File: src/sv/gdps_ram.sv
module gdps_ram #(
  parameter int WIDTH = 8,
  parameter int DEPTH = 16,
  localparam int AW = (DEPTH > 1) ? $clog2(DEPTH) : 1
) (
  input  logic             clk,
  input  logic             wr_en,
  input  logic [AW-1:0]    wr_addr,
  input  logic [WIDTH-1:0] wr_data,
  input  logic             rd_en,
  input  logic [AW-1:0]    rd_addr,
  output logic [WIDTH-1:0] rd_data
);

  logic [WIDTH-1:0] mem [DEPTH];

  always_ff @(posedge clk) begin
    if (wr_en) begin
      mem[wr_addr] <= wr_data;
    end
    if (rd_en) begin
      rd_data <= mem[rd_addr];
    end
  end

endmodule

File: config.mk
export PLATFORM = sky130hd
export DESIGN_NAME = gdps_ram
export DESIGN_NICKNAME = d
export VERILOG_FILES = /design/src/sv/gdps_ram.sv
export SDC_FILE = /design/constraint.sdc
export NUM_CORES = 1
export LEC_CHECK = 0
export BUFFER_PORTS_ARGS = -buffer_cell sky130_fd_sc_hd__buf_2
export CAP_MARGIN = 20
export CORE_ASPECT_RATIO = 0.9
export CORE_MARGIN = 4
export CORE_UTILIZATION = 60
export CTS_CLUSTER_DIAMETER = 100
export DETAILED_ROUTE_END_ITERATION = 8
export GPL_TIMING_DRIVEN = 0
export PLACE_DENSITY = 0.87
export SLEW_MARGIN = 20
export SYNTH_ARGS = -nofsm -noshare
export SYNTH_HDL_FRONTEND = slang
export SYNTH_SLANG_ARGS = --single-unit
File: constraint.sdc
create_clock -name clk -period 2.31 [get_ports clk]
set_clock_uncertainty 0.15 [all_clocks]
set_input_delay 0.1155 -clock clk [delete_from_list [all_inputs] [get_ports clk]]
set_output_delay 0.1155 -clock clk [all_outputs]
set_load 0.02 [all_outputs]
Word level (Yosys, flattened, before mapping)
Memories as Yosys holds them, arrays and structs flattened. A register that Yosys moved wholly into a read port is not among the register bits.
Index checks and enable logic that the tools add are counted.
{"block": "word_totals", "ff_bits": 0, "mem_bits_rw": 128, "in_bits": 19, "out_inout_bits": 8, "wordCells": 3, "mem_count": 1}
{"name": "mem", "depth": 16, "word_bits": 8, "read_ports": 1, "rd_ports_with_merged_regs": 1, "wr": 1, "line": "15", "text": "logic [WIDTH-1:0] mem [DEPTH];"}
{"block": "op_classes", "muxes": 2}
{"cell": "$mux W1", "n": 2}

Logic depth before layout (Yosys ltp)
{"block": "logic_depth", "depth_word": 2, "mapped_depth": 5, "mapped_depth_nobuf": 3}

Worst setup path after synthesis
Ideal clock, no wire load.
{"block": "synth_path", "path_type": "input to register", "start": "in wr_addr[2]", "end": "mem mem[0][0] (enable)", "setup_ns": 0.383, "arrival_ns": 1.225, "required_ns": 1.777, "setup_slack_ns": 0.552, "cell_stages": 2, "path_buffers": 0, "cell_sequence": "or3b_2 > nor3_1"}
{"element": "from (decl)", "line": "8", "text": "input logic [AW-1:0] wr_addr,"}
{"element": "to (decl)", "line": "15"}
No word-level cell before the write port.

Final worst setup path
{"block": "layout_path", "start": "in wr_addr[1]", "end": "mem mem[4][7] (enable)"}
No word-level cell before the write port.

==> flow_metrics.tcl <==
set metrics [dict create \
    synth_edf_count 136 \
    ys_warn_count 0 \
    hold_buffers 12 \
    synth_area_sq_um 5230 \
    max_freq_ghz 0.550 \
    cts.sinks 136 \
    fin_ws_ps 492 \
    drive_gt1_frac 0.275 \
    synthDominantCellAreaShare 0.781 \
    setup_viol 0 \
    max_stage_delay_ps 830 \
    cp_cell_sequence "dlygate4sd3_1, buf_2, nor3_2, dlygate4sd3_1" \
    cts_tree "done" \
    antenna_cells 0 \
    clk_latency_ps 520 \
    coreArea_sq_um 8530 \
    power.ir.vdd_worst_uv 679 \
    grt_pass1_vias 2626 \
    post_cts_buffers 0 \
    cellPowerDensity_nw_per_um2 893 \
    synth_top_flop_cell "edfxtp_1" \
    first_pass_iters 5 \
    rows 32 \
    post-route-min-period_ps 1820 \
    drtIter0Drc 215 \
    syn_to_final_growth_pct 18.1 \
    status "finished clean" \
    tightestPinTransition_ps 822 \
    synthesis.nets 248 \
    nets 304 \
    pin_count 27 \
    ys_seq_area_frac 0.781 \
    io_buffers 25 \
    wl_met1_um 4250 \
    dp_hpwl_um 6190 \
    synth_cells 229 \
    period_share 0.787 \
    initial_core_util 0.613 \
    hold_viol 0 \
    rsz0062_at_grt "no" \
    die_area_sq_um 10300 \
    dieHeight_um 96.6 \
    met2RoutedLength_um 4950 \
    wirelength_um 10300 \
    relSlewSlack 0.450 \
    grt_usage 0.223 \
    grt_max_degree 17 \
    ys_ff_latch 136 \
    cp-end-kind "flop" \
    met3_wirelength_um 861 \
    wl_per_cell_um 24.6 \
    cts_buffer_depth 2 \
    htreeDepth 4 \
    grt-ovfl-total 0 \
    antenna_found_initial 0 \
    die_w_um 106 \
    top_layer "met4" \
    syn_avg_cell_area_sq_um 22.8 \
    viasPerCell 6.05 \
    hold_path_class "input pin to flop" \
    yosysUniqueCellTypes 18 \
    arrival_ps 1840 \
    globalplace.congestion 0.774 \
    max-cap-violations 0 \
    finalSetupTns_ps 0 \
    pre_cts_slack_ps 362 \
    worst_path_most_repeated_cell "dlygate4sd3_1" \
    clkTransAtPathRegs_ps 60 \
    cts_resized 0 \
    maxSlewViolCount 0 \
    cts_root_buf "clkbuf_8" \
    synth_top_cell_by_area "edfxtp_1" \
    path_class "input pin to flop" \
    async_flop_share 0 \
    critPathRequiredTime_ps 2330 \
    p_leak_nw 2.07 \
    remaining_drc_errors 0 \
    crit_slowest_cell "dlygate4sd3_1" \
    cts_buffers 17 \
    yosys-top-cells-area "edfxtp_1 (78%), mux4_2 (7.8%), mux4_1 (7.0%), a22oi_1 (2.3%), nor2_1 (0.93%)" \
    num_vias 2522 \
    cp_max_fo 8 \
    ant_nets 0 \
    grt_pass1_wl_um 15500 \
    setup.worst_path.start_class "input pin" \
]
[sequential cells by signal (all words and copies together) (netlist names)]
| register | count |
|---|---|
| mem | 128 |
| rd_data | 8 |
[path summary, 6_finish.rpt]
check	start	end	slack (ps)	cells after the start
hold / removal	wr_addr[2]	mem[12][5]	50	3
hold reg to reg	mem[8][0]	rd_data[0]	620	3
setup reg to reg	mem[5][2]	rd_data[2]	570	3
setup / recovery	wr_addr[1]	mem[4][7]	490	4
[layer usage]
metal	vias to the layer above	GRT usage
met5	-	0
met4	0	0.106
met1	1286	0.298
met3	16	0.0764
li1	1096	-
met2	124	0.336
[cells in the mapped netlist, types with 2 or more instances]
cell type and n:
edfxtp_1 136, mux4_2 18, a22oi_1 16, mux4_1 14, nor2_1 13, nand2_1 9
nor3_1 4, buf_2 3, buf_6 3, clkdlybuf4s25_2 3, nand2b_1 2, nand3b_1 2
[kinds of logic (layout without fill, tap and decap cells)]
kind of cell / count (synthesis) / after routing / share of synthesized area
flops: 136 / 136 / 0.781
compound gates: 16 / 16 / 0.0230
simple gates: 35 / 35 / 0.0314
mux: 32 / 32 / 0.148
buf+inv: 10 / 79 / 0.0165
[stage by stage]
step | power, W | cell area [sq um] | hold slack (ps) | utilization | std cells
floorplan | 0.00300 | 5230 | 64.4 | - | 229
global placement | 0.00310 | 5500 | 297 | 0.645 | 373
detailed placement | 0.00312 | 5520 | 320 | 0.647 | 373
CTS | 0.00555 | 6170 | 28.4 | 0.724 | 417
global route | 0.00570 | 6180 | 65.6 | 0.724 | 417
finish | 0.00552 | 6180 | 49.2 | 0.724 | 417
[cell usage in the layout (no fill, tap or decap)]
cell type          n
a22oi_1           16
and2_1             1
and2b_1            1
buf_2             28
buf_4              1
buf_6              3
bufinv_16          2
clkbuf_1           3
clkbuf_16         16
clkbuf_8           1
clkdlybuf4s25_2    3
clkinv_1           5
clkinv_2           3
clkinvlp_4         2
dlygate4sd3_1     12
edfxtp_1         136
mux4_1            14
mux4_2            18
nand2_1            9
nand2b_1           2
nand3_1            1
nand3b_1           2
nor2_1            13
nor2b_1            1
nor3_2             4
or3b_2             1
[cell type report]
| class | count | area (sq um) |
|---|---|---|
| repair buffers | 37 | 245 |
| fillers | 473 | 2350 |
| flip-flops and latches | 136 | 4080 |
| multi-input cells | 83 | 1080 |
| plain buffers | 10 | 86.3 |
| well taps | 119 | 149 |
| clock inverters | 12 | 109 |
| clock buffers | 20 | 425 |
[where the power goes]
part	switching, W	internal (W)	total [W]
Clock	0.000923	0.00151	0.00243
Sequential	0.0000135	0.00278	0.00280
Combinational	0.000172	0.000120	0.000292
Total	0.00111	0.00441	0.00552
[critical path, delay by kind of cell]
family / cells / cell delay (ps)
AND/OR/NAND/NOR: 1 / 180
buffers and inverters: 3 / 1550
(Power assumes the default switching activity.)
