--- config.mk ---
export PLATFORM = sky130hd
export DESIGN_NAME = gdps_walker
export DESIGN_NICKNAME = d
export VERILOG_FILES = /design/src/sv/gdps_pkg.sv /design/src/sv/gdps_walker.sv
export SDC_FILE = /design/constraint.sdc
export NUM_CORES = 1
export LEC_CHECK = 0
export BUFFER_PORTS_ARGS = -buffer_cell sky130_fd_sc_hd__buf_4
export CAP_MARGIN = 20
export CORE_AREA = 2 2 145 147
export DETAILED_ROUTE_END_ITERATION = 16
export DIE_AREA = 0 0 147 149
export GPL_ROUTABILITY_DRIVEN = 0
export PLACE_DENSITY = 0.7
export SETUP_SLACK_MARGIN = 0.1
export SYNTH_ARGS = -nofsm -noshare
export SYNTH_HDL_FRONTEND = slang
export SYNTH_SLANG_ARGS = --single-unit
--- constraint.sdc ---
create_clock -name clk -period 4.65 [get_ports clk]
set_input_delay 0.465 -clock clk [delete_from_list [all_inputs] [get_ports clk]]
set_output_delay 0.465 -clock clk [all_outputs]
set_load 0.03 [all_outputs]
--- src/sv/gdps_pkg.sv ---
package gdps_pkg;

  localparam int VC_W      = 7;
  localparam int PC_W      = 11;
  localparam int SCORE_W   = 32;
  localparam int BOUND_W   = 38;
  localparam int CFG_IDX_W = 2;
  localparam int CFG_DAT_W = 11;

  localparam logic [BOUND_W-1:0] BOUND_MAX = '1;

  localparam logic [CFG_IDX_W-1:0] REG_VARIABLE_COUNT = 2'd0;
  localparam logic [CFG_IDX_W-1:0] REG_PATTERN_COUNT  = 2'd1;

  localparam logic [VC_W-1:0] VC_RESET = 7'd64;

  typedef enum logic [1:0] {
    ST_IDLE,
    ST_WALK,
    ST_DONE
  } gdps_state_t;

endpackage

--- src/sv/gdps_walker.sv ---
module gdps_walker
  import gdps_pkg::*;
#(
  parameter int MW = 65,
  parameter int AW = 10,
  parameter int CW = 11
) (
  input  logic               clk,
  input  logic               rst_n,
  input  logic               start,
  input  logic [MW-1:0]      start_rem,
  input  logic [CW-1:0]      limit,
  output logic               rd_en,
  output logic [AW-1:0]      rd_addr,
  input  logic [MW-1:0]      rd_mask,
  input  logic [SCORE_W-1:0] rd_score,
  output logic               busy,
  output logic               out_valid,
  input  logic               out_stall,
  output logic [BOUND_W-1:0] out_bound
);

  gdps_state_t        state_r, state_nxt;
  logic [CW-1:0]      ptr_r, ptr_nxt;
  logic [MW-1:0]      rem_r, rem_nxt;
  logic [BOUND_W-1:0] sum_r, sum_nxt;
  logic               out_valid_r, out_valid_nxt;
  logic [BOUND_W-1:0] out_bound_r, out_bound_nxt;

  logic               start_empty;
  logic               hit;
  logic [MW-1:0]      rem_upd;
  logic [BOUND_W:0]   sum_add;
  logic [BOUND_W-1:0] sum_upd;
  logic               fin;
  logic               out_load;

  assign start_empty = (limit == '0) || (start_rem == '0);

  // Entry ptr_r-1 is on the read port during a walk cycle.
  assign hit     = ((rd_mask & ~rem_r) == '0);
  assign rem_upd = hit ? (rem_r & ~rd_mask) : rem_r;
  assign sum_add = {1'b0, sum_r} + (BOUND_W+1)'(rd_score);
  assign sum_upd = !hit ? sum_r :
                   sum_add[BOUND_W] ? BOUND_MAX : sum_add[BOUND_W-1:0];
  assign fin     = (ptr_r == limit) || (rem_upd == '0);

  assign out_load = (state_r == ST_DONE) && (!out_valid_r || !out_stall);

  always_comb begin
    state_nxt = state_r;
    case (state_r)
      ST_IDLE: begin
        if (start) begin
          state_nxt = start_empty ? ST_DONE : ST_WALK;
        end
      end
      ST_WALK: begin
        if (fin) begin
          state_nxt = ST_DONE;
        end
      end
      ST_DONE: begin
        if (out_load) begin
          state_nxt = ST_IDLE;
        end
      end
      default: state_nxt = ST_IDLE;
    endcase
  end

  always_comb begin
    rd_en   = 1'b0;
    rd_addr = '0;
    busy    = 1'b1;
    case (state_r)
      ST_IDLE: begin
        busy  = 1'b0;
        rd_en = start && !start_empty;
      end
      ST_WALK: begin
        rd_en   = !fin;
        rd_addr = ptr_r[AW-1:0];
      end
      ST_DONE: begin
        busy = 1'b1;
      end
      default: busy = 1'b1;
    endcase
  end

  always_comb begin
    ptr_nxt = ptr_r;
    rem_nxt = rem_r;
    sum_nxt = sum_r;
    if (state_r == ST_IDLE && start) begin
      ptr_nxt = CW'(1);
      rem_nxt = start_rem;
      sum_nxt = '0;
    end else if (state_r == ST_WALK) begin
      ptr_nxt = ptr_r + CW'(1);
      rem_nxt = rem_upd;
      sum_nxt = sum_upd;
    end
  end

  always_comb begin
    out_valid_nxt = out_valid_r;
    out_bound_nxt = out_bound_r;
    if (out_load) begin
      out_valid_nxt = 1'b1;
      out_bound_nxt = sum_r;
    end else if (out_valid_r && !out_stall) begin
      out_valid_nxt = 1'b0;
    end
  end

  always_ff @(posedge clk) begin
    if (!rst_n) begin
      state_r     <= ST_IDLE;
      out_valid_r <= 1'b0;
    end else begin
      state_r     <= state_nxt;
      out_valid_r <= out_valid_nxt;
    end
    ptr_r       <= ptr_nxt;
    rem_r       <= rem_nxt;
    sum_r       <= sum_nxt;
    out_bound_r <= out_bound_nxt;
  end

  assign out_valid = out_valid_r;
  assign out_bound = out_bound_r;

endmodule

## Word level (Yosys, flattened, before mapping)

Cells that the tools add are included.
Widths: inputs -> output; s select.

| storage, ports and cells | value |
|---|---|
| output and inout port bits | 51 |
| word-level logic and storage cells | 52 |
| bits in registers | 155 |

| cells by class | value |
|---|---|
| add/subtract/negate cells | 2 |
| reduce and logical (&&, ||, !) cells | 20 |
| mux-type cells | 14 |
| bitwise logic cells | 4 |
| equal/unequal tests | 6 |

Operators by type and width:

| cell | number |
|---|---|
| $logic_not 65->1 | 3 |
| $mux 65 | 3 |
| $and 65x65->65 | 2 |
| $not 65->65 | 2 |
| $add 38x32->39 | 1 |
| $mux 38 | 1 |
| $add 11x1->11 const B | 1 |
| $eq 11x11->1 | 1 |
| $logic_not 11->1 | 1 |
| $mux 10 | 1 |
| $mux 2 | 4 |
| $ne 2x2->1 const B | 3 |
| $pmux 2 s3 | 1 |
| $logic_and 1x1->1 | 4 |
| $logic_not 1->1 | 4 |
| $reduce_bool 2->1 | 2 |
| $logic_or 1x1->1 | 3 |
| $mux 1 | 3 |
| $reduce_and 3->1 | 1 |
| $eq 2x1->1 const B | 1 |
| $eq 2x2->1 const B | 1 |
| $logic_not 2->1 | 1 |
| $pmux 1 s2 | 1 |
| $reduce_and 2->1 | 1 |

## Logic depth before layout (Yosys ltp)

| depth | value |
|---|---|
| word-level depth | 8 |
| depth in mapped cells | 14 |

## Least setup slack after synthesis

Ideal clock, no wire load.

| timing path | value |
|---|---|
| path type | in2out |
| start | input port rd_mask[7] |
| end | output port rd_en |
| stages on the path | 11 |
| arrival time | 2.615 ns |
| setup slack | 1.570 ns |
| path through | or2b_1 > o2111ai_1 > nor4_2 > nand4_1 > buf_4 > buf_6 > o31ai_1 > nand4_1 > a2111oi_1 > nand4_1 > o31a_1 |

| on the way | value |
|---|---|
| longest elaborated chain between the ends | 7 |

RTL lines:

| what | RTL line | source |
|---|---|---|
| start, declared | gdps_walker.sv:15 | `input logic [MW-1:0] rd_mask,` |
| $and 65x65->65 or $not 65->65 (tied branches) | gdps_walker.sv:41, gdps_walker.sv:42 |  |
| $logic_not 65->1 or $and 65x65->65 (tied branches) | gdps_walker.sv:41, gdps_walker.sv:42 |  |
| $mux 65 (*) | gdps_walker.sv:42 | `assign rem_upd = hit ? (rem_r & ~rd_mask) : rem_r;` |
| $logic_not 65->1 (*) | gdps_walker.sv:46 | `assign fin = (ptr_r == limit) \|\| (rem_upd == '0);` |
| $logic_or 1x1->1 (*) | gdps_walker.sv:46 |  |
| $logic_not 1->1 (*) | gdps_walker.sv:82 | `rd_en = !fin;` |
| $pmux 1 s2 (*) | gdps_walker.sv:76 | `case (state_r)` |
| end, declared | gdps_walker.sv:13 | `output logic rd_en,` |

Every way passes the cells marked *; elsewhere a longest branch is shown, timed or not.

## Final worst setup path

| timing path | value |
|---|---|
| start | register rem_r[5] |
| end | output port rd_en |

| on the way | value |
|---|---|
| longest elaborated chain between the ends | 8 |

RTL lines:

| what | RTL line | source |
|---|---|---|
| start, declared | gdps_walker.sv:25 | `logic [MW-1:0] rem_r, rem_nxt;` |
| start signal, assigned | gdps_walker.sv:127 | `rem_r <= rem_nxt;` |
| $not 65->65 | gdps_walker.sv:41 | `assign hit = ((rd_mask & ~rem_r) == '0);` |
| $and 65x65->65 | gdps_walker.sv:41 |  |
| $logic_not 65->1 | gdps_walker.sv:41 |  |
| $mux 65 (*) | gdps_walker.sv:42 |  |
| $logic_not 65->1 (*) | gdps_walker.sv:46 |  |
| $logic_or 1x1->1 (*) | gdps_walker.sv:46 |  |
| $logic_not 1->1 (*) | gdps_walker.sv:82 |  |
| $pmux 1 s2 (*) | gdps_walker.sv:76 |  |

Marked as above.

==> out/qor.txt <==
Status: complete, no violations
Yosys cell types: 58
Final WS setup: 0.264 ns
Inserted Diodes: 0
Number of remaining DRC errors: 0
Worst slack, placed: 0.496 ns
Internal power: 2610 uW
Num CTS Buffers: 17
LEAKAGE: 0.00472 uW
Top-count cell post-synth: nand2_1
Hold Violations, Final: 0
Cells after DPL: 1475
Seq/Total Area, Yosys: 0.460
Routed WL per cell: 18.9 um
Post-Syn Nets: 1209
CTS max path bufs: 2
Max-slew headroom: 0.396
Vias in the first global route: 7996
Worst path most repeated cell: buf_4
H-tree Lvls: 4
Top cell type by total area after synthesis: edfxtp_1
Syn avg cell area: 9.01 um^2
M3 GR Usage: 0.0648
GRT busiest layer: met2
Nets: 1430
Top_reg_cell synth: edfxtp_1
Die area: 21900 um^2
Clock power share: 0.350
DRT iter0 DRCs: 770
Antenna violations before repair: 0
Core Util, Final: 0.562
Top post-synthesis cells by area: edfxtp_1 (34%), dfxtp_1 (12%), o21ai_0 (7.6%)
Setup TNS: 0 ns
Max Freq: 228 MHz
Worst-Margin Slew: 0.897 ns
IO Port Bufs: 227
Initial Utilization: 0.437
Power, Total: 3690 uW
CTS sink count: 155
Worst Path Arrival: 3.92 ns
Global routing usage on met1: 0.317
Share of cells above drive strength 1: 0.239
Seq pwr share: 0.459
Slowest Stage Delay on Critical Path: 0.46 ns
Die width: 147 um
Die Ht: 149 um
HPWL after DPL: 21.5 mm
Register area: 4130 um^2
Synth Warn #: 0
RSZ-0062 raised after global routing: no
Area of the multi-input gates: 4570 um^2
Post-Route WL: 28.4 mm
Power share of the combinational group: 0.191
Grt total ovfl: 0
Site Rows: 53
Routing usage on met2: 0.423
Period minus WS final: 4.39 ns
Total track usage: 0.253
Post-route ant nets: 0
Clock Skew: 0.0151 ns
Yosys top cell area share: 0.344
Mapped Cells: 998
Global-route wire length before repair: 42.9 mm
Critical-path top delay cell: a2111oi_1
Final Max Slew Viols: 0
Net Sw Frac: 0.294
Fill cell instance count of the final layout: 1876
Via count: 8505
Share of flip-flops with an asynchronous set or reset: 0
Worst path required time: 4.18 ns
Final period util: 0.943
Via density: 5.64
Crit path max fanout: 42
Net switching power: 1090 uW
Power density over the cells: 320 nW/um^2
Final Non-Filler Cells: 1507
Max cap viols: 0
Clk slew on worst S/H paths: 0.06 ns
Worst-path cell chain: nand2b_1, o2111ai_1, nor4_2, nand4_1, buf_4, nor2_2, buf_4, nand2_1, a2111oi_1, nand4_1, o31a_1, buf_4
Mapped Area: 8990 um^2
TritonRoute pass-1 iters: 5
Area Growth Syn to Fin: 28.6%
Critical Path Start Type: register
Total core area: 20600 um^2
HP Class: in2reg
Peak supply drop: 249 uV
CTS tree: built
Crit end category: output port
Synth Register Bits: 155
Skew-Pair Late Insertion Delay: 0.43 ns
Post-CTS setup buffers: 0
Root Driver: clkbuf_16
Largest net degree at the start of global routing: 55
Final Setup Violations: 0
Kind of critical path: reg2out
EDFF count, synth: 103
Io pins: 228
Cts hold-fix bufs: 0
Synth cell count leaders: nand2_1 (156), o21ai_0 (137), edfxtp_1 (103)
## final timing paths
path              from       endpoint  slack (ns)  depth (start not counted)
max reg2reg   rem_r[5]     state_r[0]        1.10                         12
min              rst_n     state_r[0]        0.29                          2
min reg2reg  sum_r[14]  out_bound[14]        0.46                          0
max           rem_r[5]          rd_en        0.26                         12
## cell families (layout without fill, tap and decap cells)
kind of cell | count (synthesis) | after routing | synth area share
buf+inv | 79 | 313 | 0.0346
simple gates | 385 | 385 | 0.206
compound gates | 295 | 295 | 0.201
flops | 155 | 155 | 0.460
fa+ha+maj | 34 | 34 | 0.0481
mux | 5 | 5 | 0.00612
xor+xnor | 45 | 45 | 0.0438
## placed cells by master, fill, tap and decap left out, drive strengths merged, types with 26 or more instances in the layout
master	Yosys	final
edfxtp	103	103
a21oi	46	46
inv	37	42
nand2	156	156
buf	6	244
nor4	29	29
nor3	26	26
nand2b	54	54
xor2	32	32
dfxtp	52	52
o21ai	138	138
nor2	50	50
ha	33	33
## metrics by stage
| stage | cell area [um^2] | hold WS (ns) |
|---|---|---|
| 3_3_place_gp | 11000 | 0.443 |
| 3_5_place_dp | 11000 | 0.442 |
| 4_1_cts | 11600 | 0.271 |
| 5_1_grt | 11600 | 0.292 |
| 6_report | 11600 | 0.285 |
| 2_1_floorplan | 8990 | 0.429 |
## power by group through the flow
stage / Sequential (uW) / Clock [uW] / Combinational (uW)
final: 1700 / 1290 / 705
after global routing: 1710 / 1360 / 764
after CTS: 1690 / 1310 / 699
after detailed placement: 1720 / 0 / 696
after global placement: 1720 / 0 / 690
after floorplan: 1740 / 0 / 357
## sequential cells by signal (all words and copies together) (netlist names)
| register | count |
|---|---|
| out_bound | 38 |
| out_valid | 1 |
| ptr_r | 11 |
| rem_r | 65 |
| state_r | 2 |
| sum_r | 38 |
## final cells by class
type | instances | area share
Sequential cell | 155 | 0.358
Multi-Input combinational cell | 764 | 0.395
Timing Repair Buffer | 244 | 0.158
Clock inverter | 15 | 0.0102
Inverter | 37 | 0.0120
Tap cell | 275 | 0.0298
Clock buffer | 17 | 0.0368
## worst max-delay path: cells and delay by family, from the launching register on
family                 cells  cell delay (ns)
AOI/OAI and AO/OA          3             1.02
buffers and inverters      3             0.73
DFF                        1             0.36
and+or+nand+nor            6             1.37
## layer usage
metal | vias up | part of all wire
li1 | 4111 | -
met1 | 3928 | 0.40
met2 | 414 | 0.47
met3 | 52 | 0.093
met4 | 0 | 0.032
met5 | - | 0
## what timing repair did
item                                    4_1_cts  5_1_grt
hold endpoints to repair                      0        0
endpoints found under the setup margin        0        1
resized for setup                             0        1
Note: power is estimated with default switching activity, not from simulation.
